[config.mk]
export PLATFORM = sky130hd
export DESIGN_NAME = jet_datapath
export DESIGN_NICKNAME = d
export VERILOG_FILES = /design/src/rtl/core/julia_escape_time_defines.svh /design/src/rtl/core/jet_pkg.sv /design/src/rtl/core/jet_datapath.sv
export SDC_FILE = /design/constraint.sdc
export NUM_CORES = 2
export LEC_CHECK = 0
export BUFFER_PORTS_ARGS = -buffer_cell sky130_fd_sc_hd__clkbuf_2
export CORE_ASPECT_RATIO = 2
export CORE_MARGIN = 2
export CORE_UTILIZATION = 30
export DETAILED_ROUTE_END_ITERATION = 10
export PLACE_DENSITY = 0.46
export SETUP_SLACK_MARGIN = 0.02
export SYNTH_ARGS = -nofsm -noshare
export SYNTH_HDL_FRONTEND = slang
export SYNTH_SLANG_ARGS = --single-unit
[constraint.sdc]
create_clock -name clk -period 12.75 [get_ports clk]
set_input_delay 1.275 -clock clk [delete_from_list [all_inputs] [get_ports clk]]
set_output_delay 1.275 -clock clk [all_outputs]
set_load 0.01 [all_outputs]
[src/rtl/core/julia_escape_time_defines.svh]
// ----------------------------------------------------------------------------
// julia_escape_time_defines.svh
// Assertion macros shared by the escape-time core.
// ----------------------------------------------------------------------------
`ifndef JULIA_ESCAPE_TIME_DEFINES_SVH
`define JULIA_ESCAPE_TIME_DEFINES_SVH

`ifndef NO_ASSERTIONS

// Immediate-implication check, sampled on clk, off during reset.
`define JET_ASSERT(lbl, prop, msg) \
    lbl: assert property (@(posedge clk) disable iff (!rst_n) prop) \
        else $error(msg);

// Next-cycle check: cons must hold in the cycle after ante.
`define JET_ASSERT_NEXT(lbl, ante, cons, msg) \
    lbl: assert property (@(posedge clk) disable iff (!rst_n) (ante) |=> (cons)) \
        else $error(msg);

`else

`define JET_ASSERT(lbl, prop, msg)
`define JET_ASSERT_NEXT(lbl, ante, cons, msg)

`endif

`endif

[src/rtl/core/jet_pkg.sv]
// ----------------------------------------------------------------------------
// jet_pkg
// Types, constants and the microcode store of the escape-time core.
// ----------------------------------------------------------------------------
`timescale 1ns / 1ps

package jet_pkg;

    localparam int Z_W       = 32;
    localparam int FRAC_BITS = 26;
    localparam int CNT_W     = 12;
    localparam int EXP_W     = 4;
    localparam int LIMIT_W   = 13;
    localparam int CFG_IDX_W = 2;
    localparam int PROD_W    = 2 * Z_W;
    localparam int SUM_W     = PROD_W + 1;

    localparam logic [EXP_W-1:0]   EXP_RESET   = 4'd2;
    localparam logic [LIMIT_W-1:0] LIMIT_RESET = 13'd256;

    // 2.0 in Q13.52
    localparam logic signed [SUM_W-1:0] ESC_LIMIT = 65'sd1 <<< 53;

    typedef enum logic [CFG_IDX_W-1:0] {
        REG_C_REAL,
        REG_C_IMAG,
        REG_EXPONENT,
        REG_MAX_ITER
    } cfg_reg_t;

    typedef enum logic [3:0] {
        UP_IDLE,
        UP_M0,
        UP_M1,
        UP_M2,
        UP_M3,
        UP_M4,
        UP_ADDC,
        UP_SQ0,
        UP_SQ1,
        UP_SQ2,
        UP_DONE
    } upc_t;

    typedef enum logic {
        MA_BRE,
        MA_BIM
    } mul_a_t;

    typedef enum logic [1:0] {
        MB_ZRE,
        MB_ZIM,
        MB_BRE,
        MB_BIM
    } mul_b_t;

    typedef enum logic [2:0] {
        WB_NONE,
        WB_ACC,
        WB_TRE,
        WB_POW,
        WB_ADDC,
        WB_ZSAVE
    } wb_t;

    typedef enum logic [2:0] {
        BR_NEXT,
        BR_IDLE,
        BR_MUL,
        BR_TEST,
        BR_DONE
    } br_t;

    typedef struct packed {
        mul_a_t mul_a;
        mul_b_t mul_b;
        wb_t    wb;
        br_t    br;
    } uword_t;

    typedef struct packed {
        uword_t uw;
        logic   load;
    } dp_ctrl_t;

    typedef struct packed {
        logic escape;
    } dp_stat_t;

    // Control store: one word per step.
    function automatic uword_t jet_ucode(input upc_t a);
        uword_t w;
        w = '{mul_a: MA_BRE, mul_b: MB_ZRE, wb: WB_NONE, br: BR_IDLE};
        unique case (a)
            UP_IDLE: w = '{mul_a: MA_BRE, mul_b: MB_ZRE, wb: WB_NONE,  br: BR_IDLE};
            UP_M0:   w = '{mul_a: MA_BRE, mul_b: MB_ZRE, wb: WB_NONE,  br: BR_NEXT};
            UP_M1:   w = '{mul_a: MA_BIM, mul_b: MB_ZIM, wb: WB_ACC,   br: BR_NEXT};
            UP_M2:   w = '{mul_a: MA_BRE, mul_b: MB_ZIM, wb: WB_TRE,   br: BR_NEXT};
            UP_M3:   w = '{mul_a: MA_BIM, mul_b: MB_ZRE, wb: WB_ACC,   br: BR_NEXT};
            UP_M4:   w = '{mul_a: MA_BRE, mul_b: MB_ZRE, wb: WB_POW,   br: BR_MUL};
            UP_ADDC: w = '{mul_a: MA_BRE, mul_b: MB_ZRE, wb: WB_ADDC,  br: BR_NEXT};
            UP_SQ0:  w = '{mul_a: MA_BRE, mul_b: MB_BRE, wb: WB_NONE,  br: BR_NEXT};
            UP_SQ1:  w = '{mul_a: MA_BIM, mul_b: MB_BIM, wb: WB_ACC,   br: BR_NEXT};
            UP_SQ2:  w = '{mul_a: MA_BRE, mul_b: MB_ZRE, wb: WB_ZSAVE, br: BR_TEST};
            UP_DONE: w = '{mul_a: MA_BRE, mul_b: MB_ZRE, wb: WB_NONE,  br: BR_DONE};
            default: w = '{mul_a: MA_BRE, mul_b: MB_ZRE, wb: WB_NONE,  br: BR_IDLE};
        endcase
        return w;
    endfunction

    // Clamp a wide signed value to the Q6.26 range.
    function automatic logic signed [Z_W-1:0] jet_sat(input logic signed [SUM_W-1:0] x);
        logic [SUM_W-Z_W:0] top;
        logic signed [Z_W-1:0] r;
        top = x[SUM_W-1:Z_W-1];
        if ((&top) || !(|top))
            r = x[Z_W-1:0];
        else if (x[SUM_W-1])
            r = {1'b1, {(Z_W-1){1'b0}}};
        else
            r = {1'b0, {(Z_W-1){1'b1}}};
        return r;
    endfunction

endpackage

[src/rtl/core/jet_datapath.sv]
// ----------------------------------------------------------------------------
// jet_datapath
// Shared 32x32 multiplier, accumulator and z/power registers driven by
// the control word.
// ----------------------------------------------------------------------------
`timescale 1ns / 1ps

module jet_datapath
    import jet_pkg::*;
(
    input  logic                  clk,
    input  dp_ctrl_t              ctrl,
    input  logic signed [Z_W-1:0] z_real,
    input  logic signed [Z_W-1:0] z_imag,
    input  logic signed [Z_W-1:0] c_real,
    input  logic signed [Z_W-1:0] c_imag,
    output dp_stat_t              stat
);

    logic signed [Z_W-1:0]    z_re_reg, z_re_next;
    logic signed [Z_W-1:0]    z_im_reg, z_im_next;
    logic signed [Z_W-1:0]    b_re_reg, b_re_next;
    logic signed [Z_W-1:0]    b_im_reg, b_im_next;
    logic signed [Z_W-1:0]    t_re_reg, t_re_next;
    logic signed [PROD_W-1:0] prod_reg, prod_next;
    logic signed [PROD_W-1:0] acc_reg, acc_next;

    logic signed [Z_W-1:0]    op_a;
    logic signed [Z_W-1:0]    op_b;
    logic signed [SUM_W-1:0]  acc_x;
    logic signed [SUM_W-1:0]  prod_x;
    logic signed [SUM_W-1:0]  sum;
    logic signed [SUM_W-1:0]  sum_q;
    logic signed [SUM_W-1:0]  add_re;
    logic signed [SUM_W-1:0]  add_im;

    always_comb
    begin
        op_a = (ctrl.uw.mul_a == MA_BIM) ? b_im_reg : b_re_reg;
        case (ctrl.uw.mul_b)
            MB_ZRE:  op_b = z_re_reg;
            MB_ZIM:  op_b = z_im_reg;
            MB_BRE:  op_b = b_re_reg;
            MB_BIM:  op_b = b_im_reg;
            default: op_b = z_re_reg;
        endcase
        prod_next = op_a * op_b;
    end

    // floor((acc +/- prod) / 2^26); the same adder feeds the escape test
    always_comb
    begin
        acc_x  = {acc_reg[PROD_W-1], acc_reg};
        prod_x = {prod_reg[PROD_W-1], prod_reg};
        sum    = (ctrl.uw.wb == WB_TRE) ? acc_x - prod_x : acc_x + prod_x;
        sum_q  = sum >>> FRAC_BITS;
        add_re = {{(SUM_W-Z_W){b_re_reg[Z_W-1]}}, b_re_reg}
               + {{(SUM_W-Z_W){c_real[Z_W-1]}}, c_real};
        add_im = {{(SUM_W-Z_W){b_im_reg[Z_W-1]}}, b_im_reg}
               + {{(SUM_W-Z_W){c_imag[Z_W-1]}}, c_imag};
        stat.escape = (sum > ESC_LIMIT);
    end

    always_comb
    begin
        z_re_next = z_re_reg;
        z_im_next = z_im_reg;
        b_re_next = b_re_reg;
        b_im_next = b_im_reg;
        t_re_next = t_re_reg;
        acc_next  = acc_reg;
        if (ctrl.load)
        begin
            z_re_next = z_real;
            z_im_next = z_imag;
            b_re_next = z_real;
            b_im_next = z_imag;
        end
        else
        begin
            case (ctrl.uw.wb)
                WB_ACC:   acc_next = prod_reg;
                WB_TRE:   t_re_next = jet_sat(sum_q);
                WB_POW:
                begin
                    b_re_next = t_re_reg;
                    b_im_next = jet_sat(sum_q);
                end
                WB_ADDC:
                begin
                    b_re_next = jet_sat(add_re);
                    b_im_next = jet_sat(add_im);
                end
                WB_ZSAVE:
                begin
                    z_re_next = b_re_reg;
                    z_im_next = b_im_reg;
                end
                default: ;
            endcase
        end
    end

    always_ff @(posedge clk)
    begin
        z_re_reg <= z_re_next;
        z_im_reg <= z_im_next;
        b_re_reg <= b_re_next;
        b_im_reg <= b_im_next;
        t_re_reg <= t_re_next;
        prod_reg <= prod_next;
        acc_reg  <= acc_next;
    end

endmodule

==> run_results.csv <==
group,metric,value,unit
status,run_status,"finished with violations",
status,violations,"max-capacitance violations, max-slew violations",
logic_synthesis,ys_ff_latch,288,
clocking,cts_tree,"done",
logic_synthesis,synthTopCellsByCount,"1103 x inv_1, 1085 x fa_1, 742 x nand2_1, 695 x nor2_1, 313 x ha_1",
logic_synthesis,synth_simple_gate_area_share,13.9,%
logic_synthesis,synth_edf_count,224,
global_routing,track_usage,27.1,%
route,via_count,46400,
global_routing,grt_pass1_vias,49700,
sta,skew,0.0492,ns
critical_path,worstPathArrival,11.79,ns
logic_synthesis,synth_top_family_by_area,"adder cells",
sta,hold_viol,0,
clocking,ctsHtreeMaxLevel,1,
logic_synthesis,syn_area_per_cell,9.03,um^2
logic_synthesis,yosysTopAreaCell,"fa_1",
global_routing,antenna_found_initial,18,
critical_path,critical_path_class,"input pin to flip-flop",
route,drtIter0Drc,3589,
finish,fin_nets,7770,
logic_synthesis,synth_compound_area_share,11.5,%
logic_synthesis,syn_nets,7731,
sta,timing.fmax,88.8,MHz
die,die-area,190000,um^2
placement,hpwlAfterDp,210000,um
die,fp.dieW,309,um
route,postRouteAntennaNets,0,
clocking,cts_resized,0,
finish,drive_above_1_share,7.58,%
die,die_y,615,um
global_routing,grt_pass1_wl,359000,um
critical_path,worst_setup_path_end_kind,"flip-flop",
logic_synthesis,synth_cells,6194,
clocking,hold_buffers,0,
sta,min_period,11.26,ns
clocking,insertion_delay,0.67,ns
clocking,cts-root-buf,"clkbuf_16",
logic_synthesis,synthFlopType,"edfxtp_1",
flow_run,maxCapViolCount,1,
critical_path,crit_start,"ctrl[7]",
die,num_io_pins,140,
logic_synthesis,yosys_warnings,0,
logic_synthesis,synth-xor-area-share,3.77,%
clocking,cts_buffers,26,
critical_path,cp_max_fo,35,
logic_synthesis,ys_seq_area_share,14.3,%
global_routing,grt.overflow.total,0,
logic_synthesis,async_flop_share,0,%
clocking,cts_buffer_depth,3,
route,finalWirelength,256000,um
logic_synthesis,ys_top_cells_by_area,"fa_1 39%, edfxtp_1 12%, inv_1 7.4%",
route,met1_length,77700,um
die,num_rows,224,
die,coreArea,186000,um^2
critical_path,cp_data_required_time,13.28,ns
placement,place.gp.congestion,1.03,
min_path,hold_class,"flip-flop to flip-flop",
logic_synthesis,synthMuxAreaShare,1.20,%
die,start_util,30.1,%
route,wl_met3,12000,um
sta,rsz0062_at_grt,"false",
sta,drv_slew,7,
placement,dp_cells,8690,
route,dr.max_layer_used,"met5",
min_path,min_from,"prod_reg[51]$_DFF_P_",
finish,area_growth,9.35,%
clocking,cts_num_sinks,288,
route,met2RoutedLength,135000,um
clocking,cts.reportedPaths.clkPinSlew,0.07,ns
critical_path,reg2reg_from,"b_re_reg[23]$_DFFE_PP_",
critical_path,start_kind,"input pin",
route,drt_pass1_iterations,5,
logic_synthesis,yosysUniqueCellTypes,90,
logic_synthesis,synth_fa_ha_area_share,45.9,%
sta,setup_tns,0,ns
placement,io_buffers,136,
route,routedWlPerCell,29.2,um
clocking,post_cts.repair.setup_buffers,0,
logic_synthesis,syn-cell-area,55900,um^2
sta,max_slew.worst_pin.slew,1.54,ns
finish,final_cell_count_no_fill,8749,
global_routing,grt_max_degree,68,
route,drc,0,
sta,fin_crit_sh,88.4,%
logic_synthesis,yosysMostFrequentCell,"inv_1",
route,viasPerCell,5.31,
sta,slew_headroom,-3.33,%
sta,setup_violations,0,
logic_synthesis,netlist.area_leader.share,38.8,%
==> worst max-delay path: stages <==
cell and delay, ns:
buf_2 0.60, buf_12 0.31, mux2_2 0.42, o21ai_4 0.70, buf_4 0.36, nor2_1 0.09, fa_1 0.53, fa_1 0.43
fa_1 0.55, fa_1 0.47, fa_1 0.70, fa_1 0.51, fa_1 0.89, inv_1 0.12, fa_1 0.55, inv_1 0.05
ha_1 0.47, and2_1 0.23, nand4_1 0.16, nand3b_1 0.21, o21ai_0 0.36, a221oi_1 0.26, o21ai_0 0.42, nor3b_1 0.35
o21a_1 0.20, nor4_1 0.05, a311oi_1 0.38
==> area by class of cell <==
cell class | instances | area [um^2]
antenna | 10 | 25.0
clock buffer | 32 | 673
clock inverter | 16 | 181
fill | 19600 | 125000
inverter | 1104 | 4150
multi-input combinational | 4510 | 43000
sequential | 288 | 8010
tap | 2486 | 3110
timing repair buffer | 303 | 1980
==> path summary, 6_finish.rpt <==
kind,endpoint,slack [ns],cells after the start
worst min register to register,acc_reg[51]$_DFFE_PP_,0.48,0
worst max register to register,prod_reg[63]$_DFF_P_,2.28,26
worst max-delay path,prod_reg[63]$_DFF_P_,1.49,27
worst min-delay path,acc_reg[51]$_DFFE_PP_,0.48,0
==> stage by stage <==
stage               setup slack (ns)  hold WS, ns  instance area [um^2]  utilization (%)
finish                          1.49        0.476                 61200             32.9
global route                    1.24        0.500                 61100             32.9
CTS                             1.72        0.475                 61100             32.9
detailed placement              1.08        0.464                 60300             32.4
global placement                1.07        0.460                 60300             32.4
floorplan                       2.52        0.442                 55900                -
==> cell usage in the layout (no fill, tap or decap), types with 14 or more instances in the layout <==
| cell type | instances |
|---|---|
| nand2b_1 | 41 |
| nand3_1 | 39 |
| a211oi_1 | 18 |
| edfxtp_1 | 224 |
| and3_1 | 24 |
| o21a_1 | 72 |
| xnor2_1 | 134 |
| mux2_2 | 26 |
| nand2_1 | 741 |
| fa_1 | 1085 |
| dfxtp_1 | 64 |
| o21ai_0 | 197 |
| a31oi_1 | 21 |
| o21ai_1 | 50 |
| clkbuf_16 | 26 |
| o31ai_1 | 46 |
| nor4_1 | 15 |
| nor3_1 | 39 |
| a21o_1 | 113 |
| or3_1 | 21 |
| nor2_1 | 694 |
| and4_1 | 14 |
| o211ai_1 | 42 |
| a21oi_1 | 257 |
| nor2b_1 | 59 |
| xor2_1 | 93 |
| o22ai_1 | 36 |
| clkbuf_2 | 132 |
| inv_1 | 1103 |
| buf_4 | 166 |
| o21ai_4 | 15 |
| nand4_1 | 40 |
| ha_1 | 313 |
| o21bai_1 | 29 |
| and2_1 | 26 |
==> layer usage <==
layer	global-route usage, %	vias to the layer above
met2	49.6	1985
met5	0	-
met3	3.63	889
met4	26.4	2
met1	25.4	23900
li1	-	19700
==> kinds of logic after synthesis <==
| kind of cell | Yosys count |
|---|---|
| flops | 288 |
| simple gates | 1807 |
| xor+xnor | 241 |
| fa+ha+maj | 1399 |
| buf+inv | 1396 |
| compound gates | 1014 |
| mux | 49 |
Power is not shown: default switching activity piles up to over one toggle a cycle in this logic, so the estimate is an artifact.
