**config.mk**
```make
export PLATFORM = sky130hd
export DESIGN_NAME = jet_sequencer
export DESIGN_NICKNAME = d
export VERILOG_FILES = /design/src/rtl/core/jet_pkg.sv /design/src/rtl/core/jet_sequencer.sv
export VERILOG_INCLUDE_DIRS = /design/src /design/src/rtl/core
export SDC_FILE = /design/constraint.sdc
export NUM_CORES = 1
export LEC_CHECK = 0
export BUFFER_PORTS_ARGS = -buffer_cell sky130_fd_sc_hd__buf_4
export CORE_UTILIZATION = 58
export CTS_CLUSTER_DIAMETER = 150
export CTS_CLUSTER_SIZE = 28
export DETAILED_ROUTE_END_ITERATION = 12
export PLACE_DENSITY = 0.81
export SLEW_MARGIN = 30
export SYNTH_ARGS = -nofsm -noshare
export SYNTH_HDL_FRONTEND = slang
export SYNTH_SLANG_ARGS = --single-unit
```
**constraint.sdc**
```tcl
create_clock -name clk -period 4.1 [get_ports clk]
set_input_delay 0.615 -clock clk [delete_from_list [all_inputs] [get_ports clk]]
set_output_delay 0.615 -clock clk [all_outputs]
set_load 0.005 [all_outputs]
```
**src/rtl/core/julia_escape_time_defines.svh**
```systemverilog
// ----------------------------------------------------------------------------
// julia_escape_time_defines.svh
// Assertion macros shared by the escape-time core.
// ----------------------------------------------------------------------------
`ifndef JULIA_ESCAPE_TIME_DEFINES_SVH
`define JULIA_ESCAPE_TIME_DEFINES_SVH

`ifndef NO_ASSERTIONS

// Immediate-implication check, sampled on clk, off during reset.
`define JET_ASSERT(lbl, prop, msg) \
    lbl: assert property (@(posedge clk) disable iff (!rst_n) prop) \
        else $error(msg);

// Next-cycle check: cons must hold in the cycle after ante.
`define JET_ASSERT_NEXT(lbl, ante, cons, msg) \
    lbl: assert property (@(posedge clk) disable iff (!rst_n) (ante) |=> (cons)) \
        else $error(msg);

`else

`define JET_ASSERT(lbl, prop, msg)
`define JET_ASSERT_NEXT(lbl, ante, cons, msg)

`endif

`endif

```
**src/rtl/core/jet_pkg.sv**
```systemverilog
// ----------------------------------------------------------------------------
// jet_pkg
// Types, constants and the microcode store of the escape-time core.
// ----------------------------------------------------------------------------
`timescale 1ns / 1ps

package jet_pkg;

    localparam int Z_W       = 32;
    localparam int FRAC_BITS = 26;
    localparam int CNT_W     = 12;
    localparam int EXP_W     = 4;
    localparam int LIMIT_W   = 13;
    localparam int CFG_IDX_W = 2;
    localparam int PROD_W    = 2 * Z_W;
    localparam int SUM_W     = PROD_W + 1;

    localparam logic [EXP_W-1:0]   EXP_RESET   = 4'd2;
    localparam logic [LIMIT_W-1:0] LIMIT_RESET = 13'd256;

    // 2.0 in Q13.52
    localparam logic signed [SUM_W-1:0] ESC_LIMIT = 65'sd1 <<< 53;

    typedef enum logic [CFG_IDX_W-1:0] {
        REG_C_REAL,
        REG_C_IMAG,
        REG_EXPONENT,
        REG_MAX_ITER
    } cfg_reg_t;

    typedef enum logic [3:0] {
        UP_IDLE,
        UP_M0,
        UP_M1,
        UP_M2,
        UP_M3,
        UP_M4,
        UP_ADDC,
        UP_SQ0,
        UP_SQ1,
        UP_SQ2,
        UP_DONE
    } upc_t;

    typedef enum logic {
        MA_BRE,
        MA_BIM
    } mul_a_t;

    typedef enum logic [1:0] {
        MB_ZRE,
        MB_ZIM,
        MB_BRE,
        MB_BIM
    } mul_b_t;

    typedef enum logic [2:0] {
        WB_NONE,
        WB_ACC,
        WB_TRE,
        WB_POW,
        WB_ADDC,
        WB_ZSAVE
    } wb_t;

    typedef enum logic [2:0] {
        BR_NEXT,
        BR_IDLE,
        BR_MUL,
        BR_TEST,
        BR_DONE
    } br_t;

    typedef struct packed {
        mul_a_t mul_a;
        mul_b_t mul_b;
        wb_t    wb;
        br_t    br;
    } uword_t;

    typedef struct packed {
        uword_t uw;
        logic   load;
    } dp_ctrl_t;

    typedef struct packed {
        logic escape;
    } dp_stat_t;

    // Control store: one word per step.
    function automatic uword_t jet_ucode(input upc_t a);
        uword_t w;
        w = '{mul_a: MA_BRE, mul_b: MB_ZRE, wb: WB_NONE, br: BR_IDLE};
        unique case (a)
            UP_IDLE: w = '{mul_a: MA_BRE, mul_b: MB_ZRE, wb: WB_NONE,  br: BR_IDLE};
            UP_M0:   w = '{mul_a: MA_BRE, mul_b: MB_ZRE, wb: WB_NONE,  br: BR_NEXT};
            UP_M1:   w = '{mul_a: MA_BIM, mul_b: MB_ZIM, wb: WB_ACC,   br: BR_NEXT};
            UP_M2:   w = '{mul_a: MA_BRE, mul_b: MB_ZIM, wb: WB_TRE,   br: BR_NEXT};
            UP_M3:   w = '{mul_a: MA_BIM, mul_b: MB_ZRE, wb: WB_ACC,   br: BR_NEXT};
            UP_M4:   w = '{mul_a: MA_BRE, mul_b: MB_ZRE, wb: WB_POW,   br: BR_MUL};
            UP_ADDC: w = '{mul_a: MA_BRE, mul_b: MB_ZRE, wb: WB_ADDC,  br: BR_NEXT};
            UP_SQ0:  w = '{mul_a: MA_BRE, mul_b: MB_BRE, wb: WB_NONE,  br: BR_NEXT};
            UP_SQ1:  w = '{mul_a: MA_BIM, mul_b: MB_BIM, wb: WB_ACC,   br: BR_NEXT};
            UP_SQ2:  w = '{mul_a: MA_BRE, mul_b: MB_ZRE, wb: WB_ZSAVE, br: BR_TEST};
            UP_DONE: w = '{mul_a: MA_BRE, mul_b: MB_ZRE, wb: WB_NONE,  br: BR_DONE};
            default: w = '{mul_a: MA_BRE, mul_b: MB_ZRE, wb: WB_NONE,  br: BR_IDLE};
        endcase
        return w;
    endfunction

    // Clamp a wide signed value to the Q6.26 range.
    function automatic logic signed [Z_W-1:0] jet_sat(input logic signed [SUM_W-1:0] x);
        logic [SUM_W-Z_W:0] top;
        logic signed [Z_W-1:0] r;
        top = x[SUM_W-1:Z_W-1];
        if ((&top) || !(|top))
            r = x[Z_W-1:0];
        else if (x[SUM_W-1])
            r = {1'b1, {(Z_W-1){1'b0}}};
        else
            r = {1'b0, {(Z_W-1){1'b1}}};
        return r;
    endfunction

endpackage

```
**src/rtl/core/jet_sequencer.sv**
```systemverilog
// ----------------------------------------------------------------------------
// jet_sequencer
// Step counter, branch logic, power and iteration counters, result register.
// ----------------------------------------------------------------------------
`timescale 1ns / 1ps
`include "julia_escape_time_defines.svh"

module jet_sequencer
    import jet_pkg::*;
#(
    parameter int MAX_ITER  = 4096,
    parameter int MAX_POWER = 8
)
(
    input  logic               clk,
    input  logic               rst_n,
    input  logic               in_valid,
    output logic               in_ready,
    input  logic [EXP_W-1:0]   exponent,
    input  logic [LIMIT_W-1:0] max_iterations,
    input  dp_stat_t           stat,
    output dp_ctrl_t           ctrl,
    output logic               out_valid,
    input  logic               out_ready,
    output logic               out_escaped,
    output logic [CNT_W-1:0]   out_count
);

    localparam int IT_W = $clog2(MAX_ITER + 1);
    localparam int PW_W = $clog2(MAX_POWER + 1);
    localparam int LC_W = (IT_W > LIMIT_W) ? IT_W : LIMIT_W;
    localparam int PC_W = (PW_W > EXP_W) ? PW_W : EXP_W;

    upc_t             upc_reg, upc_next;
    logic [PW_W-1:0]  kcnt_reg, kcnt_next;
    logic [IT_W-1:0]  iter_reg, iter_next;
    logic             res_esc_reg, res_esc_next;
    logic [CNT_W-1:0] res_cnt_reg, res_cnt_next;
    logic             out_valid_reg, out_valid_next;
    logic             out_esc_reg, out_esc_next;
    logic [CNT_W-1:0] out_cnt_reg, out_cnt_next;

    uword_t           uw;
    logic [LC_W-1:0]  lim_wide;
    logic [PC_W-1:0]  pw_wide;
    logic [IT_W-1:0]  lim;
    logic [PW_W-1:0]  pw;
    logic [PW_W-1:0]  kcnt_inc;
    logic [IT_W:0]    iter_inc;
    upc_t             first_step;
    logic             load;

    always_comb
    begin
        lim_wide = LC_W'(max_iterations);
        pw_wide  = PC_W'(exponent);
        lim = (lim_wide > LC_W'(MAX_ITER)) ? IT_W'(MAX_ITER) : IT_W'(lim_wide);
        pw  = (pw_wide > PC_W'(MAX_POWER)) ? PW_W'(MAX_POWER) : PW_W'(pw_wide);
        kcnt_inc   = kcnt_reg + PW_W'(1);
        iter_inc   = {1'b0, iter_reg} + (IT_W+1)'(1);
        first_step = (pw <= PW_W'(1)) ? UP_ADDC : UP_M0;
    end

    always_comb
    begin
        uw             = jet_ucode(upc_reg);
        upc_next       = upc_reg;
        kcnt_next      = kcnt_reg;
        iter_next      = iter_reg;
        res_esc_next   = res_esc_reg;
        res_cnt_next   = res_cnt_reg;
        out_valid_next = out_valid_reg && !out_ready;
        out_esc_next   = out_esc_reg;
        out_cnt_next   = out_cnt_reg;
        in_ready       = 1'b0;
        load           = 1'b0;
        unique case (uw.br)
            BR_IDLE:
            begin
                in_ready = 1'b1;
                if (in_valid)
                begin
                    load      = 1'b1;
                    iter_next = '0;
                    kcnt_next = '0;
                    if (lim == '0)
                    begin
                        res_esc_next = 1'b0;
                        res_cnt_next = '0;
                        upc_next     = UP_DONE;
                    end
                    else
                        upc_next = first_step;
                end
            end
            BR_NEXT:
                upc_next = upc_t'(4'(upc_reg) + 4'd1);
            BR_MUL:
            begin
                kcnt_next = kcnt_inc;
                upc_next  = (kcnt_inc == pw - PW_W'(1)) ? UP_ADDC : UP_M0;
            end
            BR_TEST:
            begin
                if (stat.escape)
                begin
                    res_esc_next = 1'b1;
                    res_cnt_next = CNT_W'(iter_reg);
                    upc_next     = UP_DONE;
                end
                else if (iter_inc == {1'b0, lim})
                begin
                    res_esc_next = 1'b0;
                    res_cnt_next = '0;
                    upc_next     = UP_DONE;
                end
                else
                begin
                    iter_next = iter_inc[IT_W-1:0];
                    kcnt_next = '0;
                    upc_next  = first_step;
                end
            end
            BR_DONE:
            begin
                if (!out_valid_reg || out_ready)
                begin
                    out_valid_next = 1'b1;
                    out_esc_next   = res_esc_reg;
                    out_cnt_next   = res_cnt_reg;
                    upc_next       = UP_IDLE;
                end
            end
            default:
                upc_next = UP_IDLE;
        endcase
        ctrl.uw   = uw;
        ctrl.load = load;
    end

    always_ff @(posedge clk or negedge rst_n)
    begin
        if (!rst_n)
        begin
            upc_reg       <= UP_IDLE;
            kcnt_reg      <= '0;
            iter_reg      <= '0;
            out_valid_reg <= 1'b0;
        end
        else
        begin
            upc_reg       <= upc_next;
            kcnt_reg      <= kcnt_next;
            iter_reg      <= iter_next;
            out_valid_reg <= out_valid_next;
        end
    end

    always_ff @(posedge clk)
    begin
        res_esc_reg <= res_esc_next;
        res_cnt_reg <= res_cnt_next;
        out_esc_reg <= out_esc_next;
        out_cnt_reg <= out_cnt_next;
    end

    assign out_valid   = out_valid_reg;
    assign out_escaped = out_esc_reg;
    assign out_count   = out_cnt_reg;

    `JET_ASSERT(a_iter_below_limit, (upc_reg != UP_IDLE && upc_reg != UP_DONE) |-> (iter_reg < lim), "iteration count reached the limit while busy")
    `JET_ASSERT(a_mul_count, (upc_reg == UP_M0) |-> (kcnt_inc < pw), "complex multiply started past the power")
    `JET_ASSERT_NEXT(a_accept_start, in_valid && in_ready, upc_reg == UP_M0 || upc_reg == UP_ADDC || upc_reg == UP_DONE, "bad step after point transaction")
    `JET_ASSERT(a_bounded_count, (out_valid_reg && !out_esc_reg) |-> (out_cnt_reg == '0), "bounded point carries a nonzero count")

endmodule
```
==> impl_metrics.tcl <==
set metrics [dict create \
    power_switching_mw 0.519 \
    fin_nets 394 \
    relSlewSlack_pct 62.5 \
    drive_gt1_share_pct 20.3 \
    syn_inst 327 \
    cts_sinks 48 \
    cts_buffer_depth 2 \
    synth.most_common_cell "edfxtp_1" \
    via_count 2650 \
    power_density_nw_per_um2 400 \
    clockRootBuffer "clkbuf_8" \
    cts_resized 0 \
    cts_max_level 2 \
    fin_tns_setup_ps 0 \
    pin_count 47 \
    post_drt_via_cell_ratio 6.11 \
    dp_hpwl_um 5150 \
    seqPwrFrac_pct 41.2 \
    yosysTopAreaCell "edfxtp_1" \
    grt_max_degree 23 \
    p_comb_share_pct 39.9 \
    met2WireLength_um 3150 \
    drt-met1-wl_um 3130 \
    gr-total-overflow 0 \
    grt_use_total_pct 25.0 \
    die-width_um 76.2 \
    synth-edff-count 26 \
    min_path_type "in2async" \
    core.rowCount 26 \
    finalSetupViolCount 0 \
    post_cts.repair.setup_buffers 0 \
    drt-wirelength-per-cell_um 15.6 \
    grt_antenna_before_repair 0 \
    antenna_cells 0 \
    p_int_mw 0.927 \
    syn_area_um2 3190 \
    path_buf_inv 1 \
    port_buffers 46 \
    slowest_delay_ps 600 \
    yosys-top-cells-count "edfxtp_1, nand2_1, dfrtp_1" \
    path_clk_slew_ps 90 \
    worstPathCellList "nand4_2 > or4_4 > a21oi_1 > a311oi_1 > o311a_4 > a211oi_4 > buf_4 > nor3b_1 > a211o_1" \
    maxCapViolations 0 \
    syn-num-nets 358 \
    synth_top_area_share_pct 24.5 \
    finalClockSkew_ps 8.76 \
    max_freq_ghz 0.309 \
    tightest_slew_ps 560 \
    routed.top_layer "met4" \
    ys_warn_count 0 \
    cp-end-kind "register" \
    routed_wl_um 6760 \
    largest_reg_flops 13 \
    start_kind "register" \
    initialDrtViolationCount 253 \
    start_util_pct 61.3 \
    min_period_ps 3240 \
    core_um2 5200 \
    ant_nets 0 \
    drc 0 \
    cp.required_ps 4350 \
    crit_type "reg2reg" \
    cp_data_arrival_time_ps 3490 \
    cts_tree "built" \
    rsz0062_at_grt "false" \
    hold_viol_final 0 \
    yosysUniqueCellTypes 73 \
    slowest_stage "or4_4" \
    dr.pass1.iters 4 \
    slew_violations 0 \
    ys_seq_elements 48 \
    dieArea_um2 5800 \
    fillerInstances 413 \
    path_max_fanout 14 \
    clk_latency_ps 300 \
    grt_pass1_wl_um 11500 \
    synthTopCellsByArea "edfxtp_1, dfrtp_1, xnor2_1" \
    hold_buffers 0 \
    routabilityCongestion 0.924 \
    cts_made_buffers 5 \
    syn2layout_area_growth_pct 13.3 \
    ys_seq_area_share_pct 41.7 \
    p_leak_nw 1.48 \
    clkPwrFrac_pct 18.8 \
    period_share_pct 79.0 \
    swShare_pct 35.9 \
    ys_async_sr_fraction_pct 45.8 \
    irDropWorstVdd_v 0.000221 \
    grt_pass1_vias 2366 \
    synth.avg_cell_area_um2 9.76 \
    fin_util_pct 69.5 \
    path_delay_family "simple AND/OR/NAND/NOR gates" \
    r2r_slack_ps 860 \
    status "finished clean" \
    synth-main-ff-cell "edfxtp_1" \
    fp.dieH_um 76.2 \
    wl_met3_um 422 \
]
## power by group through the flow
| stage | clock network (mW) | registers, mW | logic, mW |
|---|---|---|---|
| 6_report | 0.272 | 0.596 | 0.577 |
| 3_5_place_dp | 0 | 0.606 | 0.574 |
| 4_1_cts | 0.277 | 0.594 | 0.577 |
| 3_3_place_gp | 0 | 0.602 | 0.565 |
| 2_1_floorplan | 0 | 0.577 | 0.391 |
| 5_1_grt | 0.303 | 0.605 | 0.638 |
## final timing paths
kind	startpoint	end	cells after the start
max in group asynchronous	rst_n	iter_reg[3]	1
min in group clk	res_cnt_reg[11]	out_count[11]	0
hold reg to reg	res_cnt_reg[11]	out_count[11]	0
setup reg to reg	iter_reg[4]	iter_reg[4]	9
setup / recovery	iter_reg[4]	iter_reg[4]	9
hold / removal	rst_n	iter_reg[8]	1
## per-layer routing
metal | track usage [%] | vias to the layer above
li1 | - | 1283
met1 | 35.3 | 1265
met2 | 39.6 | 96
met3 | 3.95 | 6
met4 | 7.69 | 0
met5 | 0 | -
## layout by cell type, fill, tap and decap left out, drive strengths merged, types with 5 or more instances in the layout
master and count:
buf 49, edfxtp 26, nand2 25, dfrtp 22, nor2 22, inv 15, nor3 15, xnor2 15
o21ai 13, nand3 12, a21oi 11, nor2b 10, ha 9, nand2b 8, and2 8, nor4 8
and3 7, clkbuf 6, nor3b 5, a211oi 5
## cell type report
| cell class | count | area, um2 | share of cell area, % |
|---|---|---|---|
| multi-input combinational | 244 | 1690 | 46.7 |
| sequential | 48 | 1330 | 36.8 |
| timing repair buffer | 49 | 368 | 10.2 |
| tap | 70 | 87.6 | 2.42 |
| clock buffer | 6 | 72.6 | 2.01 |
| inverter | 15 | 56.3 | 1.56 |
| clock inverter | 2 | 12.5 | 0.346 |
## per-stage QoR
step | total power [mW] | instances | instance area, um2 | setup WS [ps] | hold slack, ps
2_1_floorplan | 0.968 | 327 | 3190 | 817 | 319
3_3_place_gp | 1.17 | 426 | 3530 | 1000 | 402
3_5_place_dp | 1.18 | 426 | 3530 | 930 | 405
4_1_cts | 1.45 | 434 | 3610 | 904 | 200
5_1_grt | 1.55 | 434 | 3620 | 620 | 207
6_report | 1.45 | 434 | 3620 | 860 | 194
## logic make-up after synthesis
family | after synthesis | synth area share [%]
AO/OA/AOI/OAI | 77 | 18.6
XOR/XNOR | 18 | 4.94
adder cells (fa/ha/maj) | 9 | 3.53
buffers and inverters | 35 | 5.49
flip-flops | 48 | 41.7
multiplexers | 6 | 2.00
AND/OR/NAND/NOR | 134 | 23.8
No activity file was read; power rests on OpenSTA's default activity.
